===== src/hw/rtl/lrc_pkg.sv =====
// Shared types and constants for the LRU key cache.
// Used by lrc_cell and lru_cache_replacement_top; depends on nothing else.
package lrc_pkg;

   // Field widths that the request and response formats fix.
   localparam int KEY_WIDTH    = 16;
   localparam int SLOT_W       = 4;
   localparam int COUNT_W      = 32;
   localparam int CSR_W        = 5;

   // Default cache size and the widest index or age any legal size needs.
   localparam int WAYS_DEFAULT = 16;
   localparam int IDX_MAX_W    = 6;

   // Size register value after reset.
   localparam logic [CSR_W-1:0] WAYS_IN_USE_RESET = CSR_W'(16);

   typedef struct packed {
      logic [KEY_WIDTH-1:0] ref_key;
      logic                 end_of_run;
   } req_type;

   typedef struct packed {
      logic                 hit;
      logic [SLOT_W-1:0]    slot;
      logic                 evicted_valid;
      logic [KEY_WIDTH-1:0] evicted_key;
      logic [COUNT_W-1:0]   hit_count;
      logic [COUNT_W-1:0]   miss_count;
   } rsp_type;

   // Search wave that travels one cell per cycle down the chain.
   typedef struct packed {
      logic                 found;
      logic [IDX_MAX_W-1:0] found_idx;
      logic [IDX_MAX_W-1:0] found_age;
      logic                 any;
      logic [IDX_MAX_W-1:0] best_idx;
      logic [IDX_MAX_W-1:0] best_age;
      logic [KEY_WIDTH-1:0] best_key;
   } scan_type;

   // Lookup key and write-back decision sent to every cell at once.
   typedef struct packed {
      logic [KEY_WIDTH-1:0] key;
      logic                 upd_en;
      logic                 hit;
      logic [IDX_MAX_W-1:0] slot;
      logic [IDX_MAX_W-1:0] hit_age;
      logic                 clear;
   } bcast_type;

endpackage


===== src/hw/rtl/lru_cache_replacement_top.sv =====
// Top level of the fully associative LRU key cache: control, counters, cell chain.
// Depends on lrc_pkg and lrc_cell.

// Each request looks one key up in a fully associative cache of WAYS entries with
// least-recently-used replacement, and returns one response: hit or miss, the entry
// used, the evicted key if a valid entry was replaced, and saturating hit and miss
// counts for the current run. The entries sit in a chain of cells, and the search
// travels down that chain one cell per clock: a request is taken, its search wave
// passes every cell and leaves the last one, and then the decision is written back
// to every cell and the response is registered. req_stall is low only between
// requests, and a new request is taken while an earlier response still waits to
// be collected; the block only holds its write-back when that response has not yet
// gone. The size register (csr_wdata) selects how many entries are in use, from 1
// to WAYS; zero acts as one and larger values act as WAYS. A request with end_of_run
// set gets its normal response, after which all valid bits, ages, the fill count
// and both counters clear, while stored keys stay. The size register should only be
// written while no request is in flight; it resets to 16.
module lru_cache_replacement_top #(
   parameter int WAYS = lrc_pkg::WAYS_DEFAULT
) (
   input  logic                       clock,
   input  logic                       reset,
   input  logic                       req_valid,
   output logic                       req_stall,
   input  lrc_pkg::req_type           req_data,
   output logic                       rsp_valid,
   input  logic                       rsp_stall,
   output lrc_pkg::rsp_type           rsp_data,
   input  logic                       csr_valid,
   output logic                       csr_ready,
   input  logic [lrc_pkg::CSR_W-1:0]  csr_wdata
);
   import lrc_pkg::*;

   // Wide enough for the size register, for WAYS itself and for every cell index.
   localparam int CNT_BITS = $clog2(WAYS + 1);
   localparam int M_W      = (CNT_BITS > CSR_W) ? CNT_BITS : CSR_W;

   typedef enum logic [0:0] {
      S_IDLE,
      S_SCAN
   } state_type;

   state_type            state_ff, state_in;
   logic [M_W-1:0]       scan_cnt_ff, scan_cnt_in;
   logic [M_W-1:0]       fill_ff, fill_in;
   logic [CSR_W-1:0]     ways_ff, ways_in;
   logic [KEY_WIDTH-1:0] key_ff, key_in;
   logic                 last_ff, last_in;
   logic [COUNT_W-1:0]   hit_cnt_ff, hit_cnt_in;
   logic [COUNT_W-1:0]   miss_cnt_ff, miss_cnt_in;
   logic                 rsp_valid_ff, rsp_valid_in;
   rsp_type              rsp_data_ff, rsp_data_in;

   scan_type             chain [0:WAYS];
   scan_type             tail;
   bcast_type            bcast;
   logic [WAYS-1:0]      in_use;

   logic [M_W-1:0]       ways_ext;
   logic [M_W-1:0]       m_eff;
   logic                 full;
   logic                 req_accept;
   logic                 scan_done;
   logic                 finish;
   logic                 dec_hit;
   logic [IDX_MAX_W-1:0] dec_slot;
   logic                 ev_valid;
   logic [COUNT_W-1:0]   hit_cnt_upd;
   logic [COUNT_W-1:0]   miss_cnt_upd;

   // The search wave enters the chain empty every cycle.
   assign chain[0] = '0;

   for (genvar i = 0; i < WAYS; i++) begin : g_cell
      assign in_use[i] = (M_W'(i) < m_eff);

      lrc_cell #(
         .WAYS  (WAYS),
         .INDEX (i)
      ) u_cell (
         .clock     (clock),
         .reset     (reset),
         .in_use    (in_use[i]),
         .bcast     (bcast),
         .scan_prev (chain[i]),
         .scan_next (chain[i+1])
      );
   end

   assign req_stall  = (state_ff != S_IDLE);
   assign req_accept = req_valid && !req_stall;
   assign csr_ready  = 1'b1;
   assign rsp_valid  = rsp_valid_ff;
   assign rsp_data   = rsp_data_ff;

   always_comb begin
      tail = chain[WAYS];

      // Effective size clamped to the range 1 .. WAYS.
      ways_ext = M_W'(ways_ff);
      if (ways_ext == '0) begin
         m_eff = M_W'(1);
      end else if (ways_ext > M_W'(WAYS)) begin
         m_eff = M_W'(WAYS);
      end else begin
         m_eff = ways_ext;
      end
      // A cache that was shrunk below its fill count counts as full.
      full = (fill_ff >= m_eff);

      // The key is held until the count reaches WAYS, so the last cell then holds the whole search.
      scan_done = (state_ff == S_SCAN) && (scan_cnt_ff == M_W'(WAYS));
      finish    = scan_done && (!rsp_valid_ff || !rsp_stall);

      dec_hit = tail.found;
      if (dec_hit) begin
         dec_slot = tail.found_idx;
      end else if (!full) begin
         dec_slot = IDX_MAX_W'(fill_ff);
      end else if (tail.any) begin
         dec_slot = tail.best_idx;
      end else begin
         dec_slot = '0;
      end
      ev_valid = !dec_hit && full && tail.any;

      hit_cnt_upd  = hit_cnt_ff;
      miss_cnt_upd = miss_cnt_ff;
      if (dec_hit && (hit_cnt_ff != '1)) begin
         hit_cnt_upd = hit_cnt_ff + COUNT_W'(1);
      end
      if (!dec_hit && (miss_cnt_ff != '1)) begin
         miss_cnt_upd = miss_cnt_ff + COUNT_W'(1);
      end

      bcast.key     = key_ff;
      bcast.upd_en  = finish;
      bcast.hit     = dec_hit;
      bcast.slot    = dec_slot;
      bcast.hit_age = tail.found_age;
      bcast.clear   = finish && last_ff;

      rsp_data_in.hit           = dec_hit;
      rsp_data_in.slot          = dec_slot[SLOT_W-1:0];
      rsp_data_in.evicted_valid = ev_valid;
      rsp_data_in.evicted_key   = ev_valid ? tail.best_key : '0;
      rsp_data_in.hit_count     = hit_cnt_upd;
      rsp_data_in.miss_count    = miss_cnt_upd;

      state_in     = state_ff;
      scan_cnt_in  = scan_cnt_ff;
      fill_in      = fill_ff;
      key_in       = key_ff;
      last_in      = last_ff;
      hit_cnt_in   = hit_cnt_ff;
      miss_cnt_in  = miss_cnt_ff;
      rsp_valid_in = rsp_valid_ff && rsp_stall;
      ways_in      = (csr_valid && csr_ready) ? csr_wdata : ways_ff;

      case (state_ff)
         S_IDLE: begin
            if (req_accept) begin
               key_in      = req_data.ref_key;
               last_in     = req_data.end_of_run;
               scan_cnt_in = '0;
               state_in    = S_SCAN;
            end
         end
         S_SCAN: begin
            if (!scan_done) begin
               scan_cnt_in = scan_cnt_ff + M_W'(1);
            end else if (finish) begin
               rsp_valid_in = 1'b1;
               hit_cnt_in   = hit_cnt_upd;
               miss_cnt_in  = miss_cnt_upd;
               if (!dec_hit && !full) begin
                  fill_in = fill_ff + M_W'(1);
               end
               if (last_ff) begin
                  fill_in     = '0;
                  hit_cnt_in  = '0;
                  miss_cnt_in = '0;
               end
               state_in = S_IDLE;
            end
         end
         default: begin
            state_in = S_IDLE;
         end
      endcase
   end

   always_ff @(posedge clock) begin
      if (reset) begin
         state_ff     <= S_IDLE;
         scan_cnt_ff  <= '0;
         fill_ff      <= '0;
         ways_ff      <= WAYS_IN_USE_RESET;
         hit_cnt_ff   <= '0;
         miss_cnt_ff  <= '0;
         rsp_valid_ff <= 1'b0;
      end else begin
         state_ff     <= state_in;
         scan_cnt_ff  <= scan_cnt_in;
         fill_ff      <= fill_in;
         ways_ff      <= ways_in;
         hit_cnt_ff   <= hit_cnt_in;
         miss_cnt_ff  <= miss_cnt_in;
         rsp_valid_ff <= rsp_valid_in;
      end
      key_ff  <= key_in;
      last_ff <= last_in;
      if (finish) begin
         rsp_data_ff <= rsp_data_in;
      end
   end

`ifndef ASSERT_OFF
   // The fill count never passes the number of cells.
   a_fill_bound: assert property (@(posedge clock) disable iff (reset)
      fill_ff <= M_W'(WAYS))
      else $error("fill count exceeds the number of entries");

   // A taken request always starts a fresh search.
   a_accept_scan: assert property (@(posedge clock) disable iff (reset)
      req_accept |=> (state_ff == S_SCAN) && (scan_cnt_ff == '0))
      else $error("request taken without starting a search");

   // Write-back always produces a pending response.
   a_finish_rsp: assert property (@(posedge clock) disable iff (reset)
      finish |=> rsp_valid_ff)
      else $error("write-back without a response");

   // A hit never reports an eviction.
   a_hit_no_evict: assert property (@(posedge clock) disable iff (reset)
      rsp_valid_ff |-> !(rsp_data_ff.hit && rsp_data_ff.evicted_valid))
      else $error("hit response reports an evicted key");
`endif

endmodule


===== src/hw/rtl/lrc_cell.sv =====
// One cache entry of the LRU key cache: key, valid bit, age and a search stage.
// Depends on lrc_pkg.
module lrc_cell #(
   parameter int WAYS  = lrc_pkg::WAYS_DEFAULT,
   parameter int INDEX = 0
) (
   input  logic              clock,
   input  logic              reset,
   input  logic              in_use,
   input  lrc_pkg::bcast_type bcast,
   input  lrc_pkg::scan_type  scan_prev,
   output lrc_pkg::scan_type  scan_next
);
   import lrc_pkg::*;

   localparam int AGE_W = (WAYS > 1) ? $clog2(WAYS) : 1;
   localparam logic [AGE_W-1:0] AGE_MAX = AGE_W'(WAYS - 1);
   localparam logic [IDX_MAX_W-1:0] MY_IDX = IDX_MAX_W'(INDEX);

   logic [KEY_WIDTH-1:0] key_ff, key_in;
   logic                 valid_ff, valid_in;
   logic [AGE_W-1:0]     age_ff, age_in;
   scan_type             scan_ff, scan_in;

   logic                 match;
   logic                 better;
   logic [AGE_W-1:0]     age_up;

   always_comb begin
      match  = in_use && valid_ff && (key_ff == bcast.key);
      better = in_use && valid_ff &&
               (!scan_prev.any || (IDX_MAX_W'(age_ff) > scan_prev.best_age));
      age_up = (age_ff < AGE_MAX) ? age_ff + AGE_W'(1) : AGE_MAX;

      // The first match along the chain wins; later cells pass it on.
      scan_in = scan_prev;
      if (!scan_prev.found && match) begin
         scan_in.found     = 1'b1;
         scan_in.found_idx = MY_IDX;
         scan_in.found_age = IDX_MAX_W'(age_ff);
      end
      // Strictly older only, so ties keep the lower-numbered entry.
      if (better) begin
         scan_in.any      = 1'b1;
         scan_in.best_idx = MY_IDX;
         scan_in.best_age = IDX_MAX_W'(age_ff);
         scan_in.best_key = key_ff;
      end

      key_in   = key_ff;
      valid_in = valid_ff;
      age_in   = age_ff;
      if (bcast.upd_en) begin
         if (bcast.slot == MY_IDX) begin
            age_in = '0;
            if (!bcast.hit) begin
               key_in   = bcast.key;
               valid_in = 1'b1;
            end
         end else if (in_use && valid_ff &&
                      (!bcast.hit || (IDX_MAX_W'(age_ff) < bcast.hit_age))) begin
            age_in = age_up;
         end
         if (bcast.clear) begin
            valid_in = 1'b0;
            age_in   = '0;
         end
      end
   end

   always_ff @(posedge clock) begin
      if (reset) begin
         valid_ff <= 1'b0;
         age_ff   <= '0;
      end else begin
         valid_ff <= valid_in;
         age_ff   <= age_in;
      end
      key_ff  <= key_in;
      scan_ff <= scan_in;
   end

   assign scan_next = scan_ff;

endmodule


===== config.mk =====
export PLATFORM = sky130hd
export DESIGN_NAME = lru_cache_replacement_top
export DESIGN_NICKNAME = d
export VERILOG_FILES = /design/src/hw/rtl/lrc_pkg.sv /design/src/hw/rtl/lru_cache_replacement_top.sv /design/src/hw/rtl/lrc_cell.sv
export SDC_FILE = /design/constraint.sdc
export NUM_CORES = 2
export LEC_CHECK = 0
export ABC_AREA = 1
export BUFFER_PORTS_ARGS = -buffer_cell sky130_fd_sc_hd__buf_2
export CORE_MARGIN = 1.5
export CORE_UTILIZATION = 56
export CTS_BUF_LIST = sky130_fd_sc_hd__clkbuf_16
export DETAILED_ROUTE_END_ITERATION = 10
export PLACE_DENSITY = 0.73
export SYNTH_ARGS = -nofsm -noshare
export SYNTH_HDL_FRONTEND = slang
export SYNTH_SLANG_ARGS = --single-unit

===== constraint.sdc =====
create_clock -name clock -period 5.2 [get_ports clock]
set_input_delay 1.04 -clock clock [delete_from_list [all_inputs] [get_ports clock]]
set_output_delay 1.04 -clock clock [all_outputs]
set_load 0.02 [all_outputs]

; Word level (Yosys, flattened, before mapping)
; Cells that the tools add are included.
[totals]
register_bits = 1186
latch_bits = 0
mem_bits_rw = 0
mem_bits_ro = 0
inputBits = 27
out_inout_bits = 89
word_cells = 721
n_memories = 0
[op_classes]
add_sub_neg = 20
multipliers = 0
n_div = 0
n_lt_le_gt_ge = 65
eq_ne = 37
shifts = 0
n_mux = 150
n_bitwise = 2
reduce_logical = 242
[op_table]
columns = operator, n
row1 = 4-bit two-way mux, 79
row2 = 20-bit two-way mux, 14
row3 = 16-bit equality test, 16
row4 = 32-bit two-way mux, 4
row5 = 3-bit AND reduction, 33
row6 = 4-bit by 6-bit < comparator with 1-bit output, 16
row7 = 4-bit by 6-bit > comparator with 1-bit output, 15
row8 = 1-bit logical AND, 88
row9 = "32-bit by 1-bit adder with 32-bit output, second input constant", 2
row10 = "4-bit by 1-bit adder with 4-bit output, second input constant", 16
row11 = "4-bit < comparator, second input constant", 16
row12 = "32-bit inequality test, second input constant", 2
row13 = "6-bit by 4-bit equality test with 1-bit output, second input constant", 8
row14 = 3-bit nonzero test, 16
row15 = "4-bit by 5-bit < comparator with 1-bit output, first input constant", 8
row16 = 1-bit two-way mux, 39
row17 = 2-bit AND reduction, 18
row18 = 1-bit zero test, 35
row19 = 2-bit nonzero test, 17
row20 = 1-bit logical OR, 32
row21 = 5-bit two-way mux, 6
row22 = 29-bit two-way mux, 1
row23 = "6-bit by 3-bit equality test with 1-bit output, second input constant", 4
row24 = "3-bit by 5-bit < comparator with 1-bit output, first input constant", 4
row25 = 18 further kinds, 27

; Longest topological paths before layout
[logic_depth]
depth_word = 9
mapped_depth = 21
depth_no_buf = 20

; Modules after synthesis
; Synthesis repeated with hierarchy kept, for this count alone.
[unflattened]
cells_unflattened = 5927
hier_area_um2 = 50403.3
[by_module_without_submodules]
columns = mod, instances, cells_per_inst, area_per_inst_um2, seq_area_each_um2
row1 = lrc_cell (g_cell[10].u_cell ...), 4, 296, 2548.7, 1421.4
row2 = lru_cache_replacement_top, 1, 1259, 9675.5, 4714.5
row3 = lrc_cell (g_cell[13].u_cell ...), 2, 291, 2555.0, 1421.4
row4 = lrc_cell (g_cell[11].u_cell ...), 2, 289, 2552.4, 1421.4
row5 = lrc_cell (g_cell[4].u_cell ...), 2, 291, 2536.2, 1421.4
row6 = lrc_cell (g_cell[12].u_cell ...), 2, 289, 2533.7, 1421.4
row7 = lrc_cell (g_cell[1].u_cell ...), 2, 292, 2532.4, 1421.4
row8 = lrc_cell (g_cell[15].u_cell), 1, 288, 2572.5, 1421.4
row9 = lrc_cell (g_cell[0].u_cell), 1, 292, 2541.2, 1421.4

; Worst setup path after synthesis
; No wires, ideal clock.
[synth_timing]
path_type = input port to flip-flop
start = in rsp_stall
end = reg rsp_data_ff, in the netlist rsp_data[0] (enable)
setup_time_ns = 0.484
t_arrival_ns = 3.948
required_time_ns = 4.716
setup_slack_ns = 0.768
cell_stages = 4
n_path_buf = 1
cell_sequence = nand2_1 -> nand2_1 -> inv_1 -> clkbuf_1
[synth_lines]
columns = element, line_no
row1 = from (decl), lru_cache_replacement_top.sv:27  ; input logic rsp_stall,
row2 = to (signal assigned), lru_cache_replacement_top.sv:215  ; rsp_data_ff <= rsp_data_in;
row3 = to (decl), lru_cache_replacement_top.sv:53  ; rsp_type rsp_data_ff, rsp_data_in;

==> results.sh <==
export IMPL_drc_errors=0
export IMPL_p_leak_nw=20.6
export IMPL_worstSetupPathType="register to register"
export IMPL_cts_max_level=3
export IMPL_grt_pass1_wl_um=171000
export IMPL_rsz0062_at_grt="no"
export IMPL_fp_dieW_um=280
export IMPL_num_rows=101
export IMPL_use_met3_pct=4.33
export IMPL_final_core_util_pct=63.1
export IMPL_final_common_cell="nand2_1"
export IMPL_status="completed"
export IMPL_nNetsFinal=5062
export IMPL_antenna_found_initial=3
export IMPL_syn_area_per_cell_um2=8.97
export IMPL_yosys_most_used_dff="dfxtp_1"
export IMPL_clk_latency_ns=0.69
export IMPL_fmax_mhz=287
export IMPL_fin_tns_setup_ns=0
export IMPL_syn_cell_area_um2=43000
export IMPL_use_met2_pct=45.7
export IMPL_grt_max_degree=79
export IMPL_ioPinCount=116
export IMPL_period_needed_ns=3.49
export IMPL_antenna_cells=0
export IMPL_worstSetupEndpointType="register"
export IMPL_post_drt_wl_per_cell_um=18.7
export IMPL_cp_data_required_time_ns=5.50
export IMPL_die_height_um=280
export IMPL_clkTransAtPathRegs_ns=0.06
export IMPL_synth_cell_types=56
export IMPL_tightest_slew_ns=1.18
export IMPL_drive_gt1_share_pct=10.4
export IMPL_worstPathMaxFanout=16
export IMPL_setup_viol=0
export IMPL_dieArea_um2=78500
export IMPL_pre_cts_slack_ns=1.72
export IMPL_post_cts_resized=0
export IMPL_cts_tree="yes"
export IMPL_rrSetupSlack_ns=1.71
export IMPL_start_util_pct=56.7
export IMPL_clock_root_buffer="clkbuf_16"
export IMPL_port_buffers=114
export IMPL_grt_busiest_layer="met2"
export IMPL_gp_congestion=0.904
export IMPL_core_area_um2=75900
export IMPL_synth_fp_nets=4958
export IMPL_clock_sinks=1030
export IMPL_critPathLaunchType="register"
export IMPL_drtPass1Iterations=6
export IMPL_cts_setup_buffers=0
export IMPL_synthArstFlopShare_pct=0
export IMPL_setup_ws_ns=1.71
export IMPL_drv_cap=0
export IMPL_final_cell_mix="nand2_1, dfxtp_1, inv_1"
export IMPL_finalHoldViolCount=0
export IMPL_syn_inst=4797
export IMPL_wl_um=112000
export IMPL_ys_ff_latch=1030
export IMPL_clock_path_buffers=3
export IMPL_syn_to_final_growth_pct=11.4
export IMPL_fillers=6224
export IMPL_ant_nets=0
export IMPL_vias=32800
export IMPL_synth_edf_count=359
export IMPL_hold_class="register to register"
export IMPL_overflow=0
export IMPL_skew_ns=0.0348
export IMPL_yosysWarnings=0
export IMPL_relSlewSlack_pct=21.4
export IMPL_ctsHoldBuffers=0
export IMPL_timing_final_crit_share_pct=67.0
export IMPL_grt_pass1_vias=30400
export IMPL_dr_first_iter_drc_count=3211
export IMPL_worst_ep_arrival_time_ns=3.79
export IMPL_yosysSeqAreaShare_pct=56.3
export IMPL_power_density_nw_per_um2=338
export IMPL_met1_usage_pct=38.8
export IMPL_peakVddDrop_uv=349
export IMPL_via_per_inst=5.45
export IMPL_grt_use_total_pct=28.3
export IMPL_maxSlewViolCount=0
export IMPL_dp_hpwl_um=76500
export IMPL_numCtsBuffers=103
-- worst paths after layout --
path,start,end,cells past startpoint
max reg2reg,ways_ext[2],g_cell[3].u_cell.key_ff[12],14
min reg2reg,g_cell[6].u_cell.scan_next[23],g_cell[7].u_cell.scan_next[23],2
min,g_cell[6].u_cell.scan_next[23],g_cell[7].u_cell.scan_next[23],2
max,ways_ext[2],g_cell[3].u_cell.key_ff[12],14
-- flip-flops by register name, summed over array words and instances, names as in the netlist --
register	count
fill_ff	5
g_cell.u_cell.age_ff	64
g_cell.u_cell.key_ff	256
g_cell.u_cell.scan_next	510
g_cell.u_cell.valid_ff	16
hit_cnt_ff	32
key_ff	16
last_ff	1
miss_cnt_ff	32
req_stall	1
rsp_data	86
rsp_valid	1
scan_cnt_ff	5
ways_ext	5
-- metrics by stage --
stage | area (um^2) | cells | hold WS (ns) | total power [mW]
after floorplan | 43000 | 4797 | 0.386 | 8.71
after global placement | 44400 | 5826 | 0.392 | 8.85
after detailed placement | 44400 | 5826 | 0.393 | 8.85
after CTS | 47900 | 6019 | 0.401 | 16.3
after global routing | 47900 | 6019 | 0.419 | 16.6
final | 47900 | 6019 | 0.397 | 16.2
-- final cells by class --
type                       count  area, um^2  share of cell area [%]
sequential                  1030       24200                    50.5
multi-input combinational   3027       15900                    33.1
clock buffer                 111        2780                    5.79
inverter                     585        2200                    4.60
tap                         1030        1290                    2.69
timing repair buffer         154         871                    1.82
clock inverter                82         721                    1.50
-- Yosys cell counts, types with 56 or more instances --
cell         n  area (um^2)
nand3_1    108          541
xor2_1     106          928
nand2_1   1291         4850
clkbuf_1    59          221
nor2_1     342         1280
o21ai_0    290         1450
edfxtp_1   359        10800
inv_1      559         2100
ha_1       134         1680
buf_2       72          360
dfxtp_1    671        13400
nor3_1      56          280
a21oi_1    208         1040
-- kinds of logic (layout without fill, tap and decap cells) --
group / count (synthesis) / count (layout) / synth area share [%]
mux: 26 / 26 / 0.680
compound gates: 692 / 692 / 9.13
xor+xnor: 148 / 148 / 3.01
fa+ha+maj: 134 / 134 / 3.90
flops: 1030 / 1030 / 56.3
simple gates: 2026 / 2026 / 20.1
buf+inv: 740 / 932 / 6.93
other cells: 1 / 1 / 0.00871
-- critical path: stages, from the launching register on --
cell,delay [ns]
dfxtp_1,0.39
nor2_2,0.19
nand3_1,0.09
nand2_1,0.09
nand2_1,0.08
ha_1,0.31
nand2_1,0.06
nand2_1,0.08
a21oi_2,0.20
nand4_1,0.16
nand3_4,0.19
nand2_2,0.10
inv_1,0.20
nand3_1,0.35
inv_1,0.60
-- where the power goes --
part | internal, mW | switching (mW) | total (mW)
clock network | 4.32 | 3.21 | 7.53
logic | 0.0795 | 0.265 | 0.345
registers | 8.32 | 0.0148 | 8.34
total | 12.7 | 3.49 | 16.2
-- routing by layer --
layer,vias up,wire (um)
li1,15800,-
met1,15500,47900
met2,1333,51900
met3,248,8950
met4,2,3670
met5,-,9
Power figures use the tool's default switching activity.
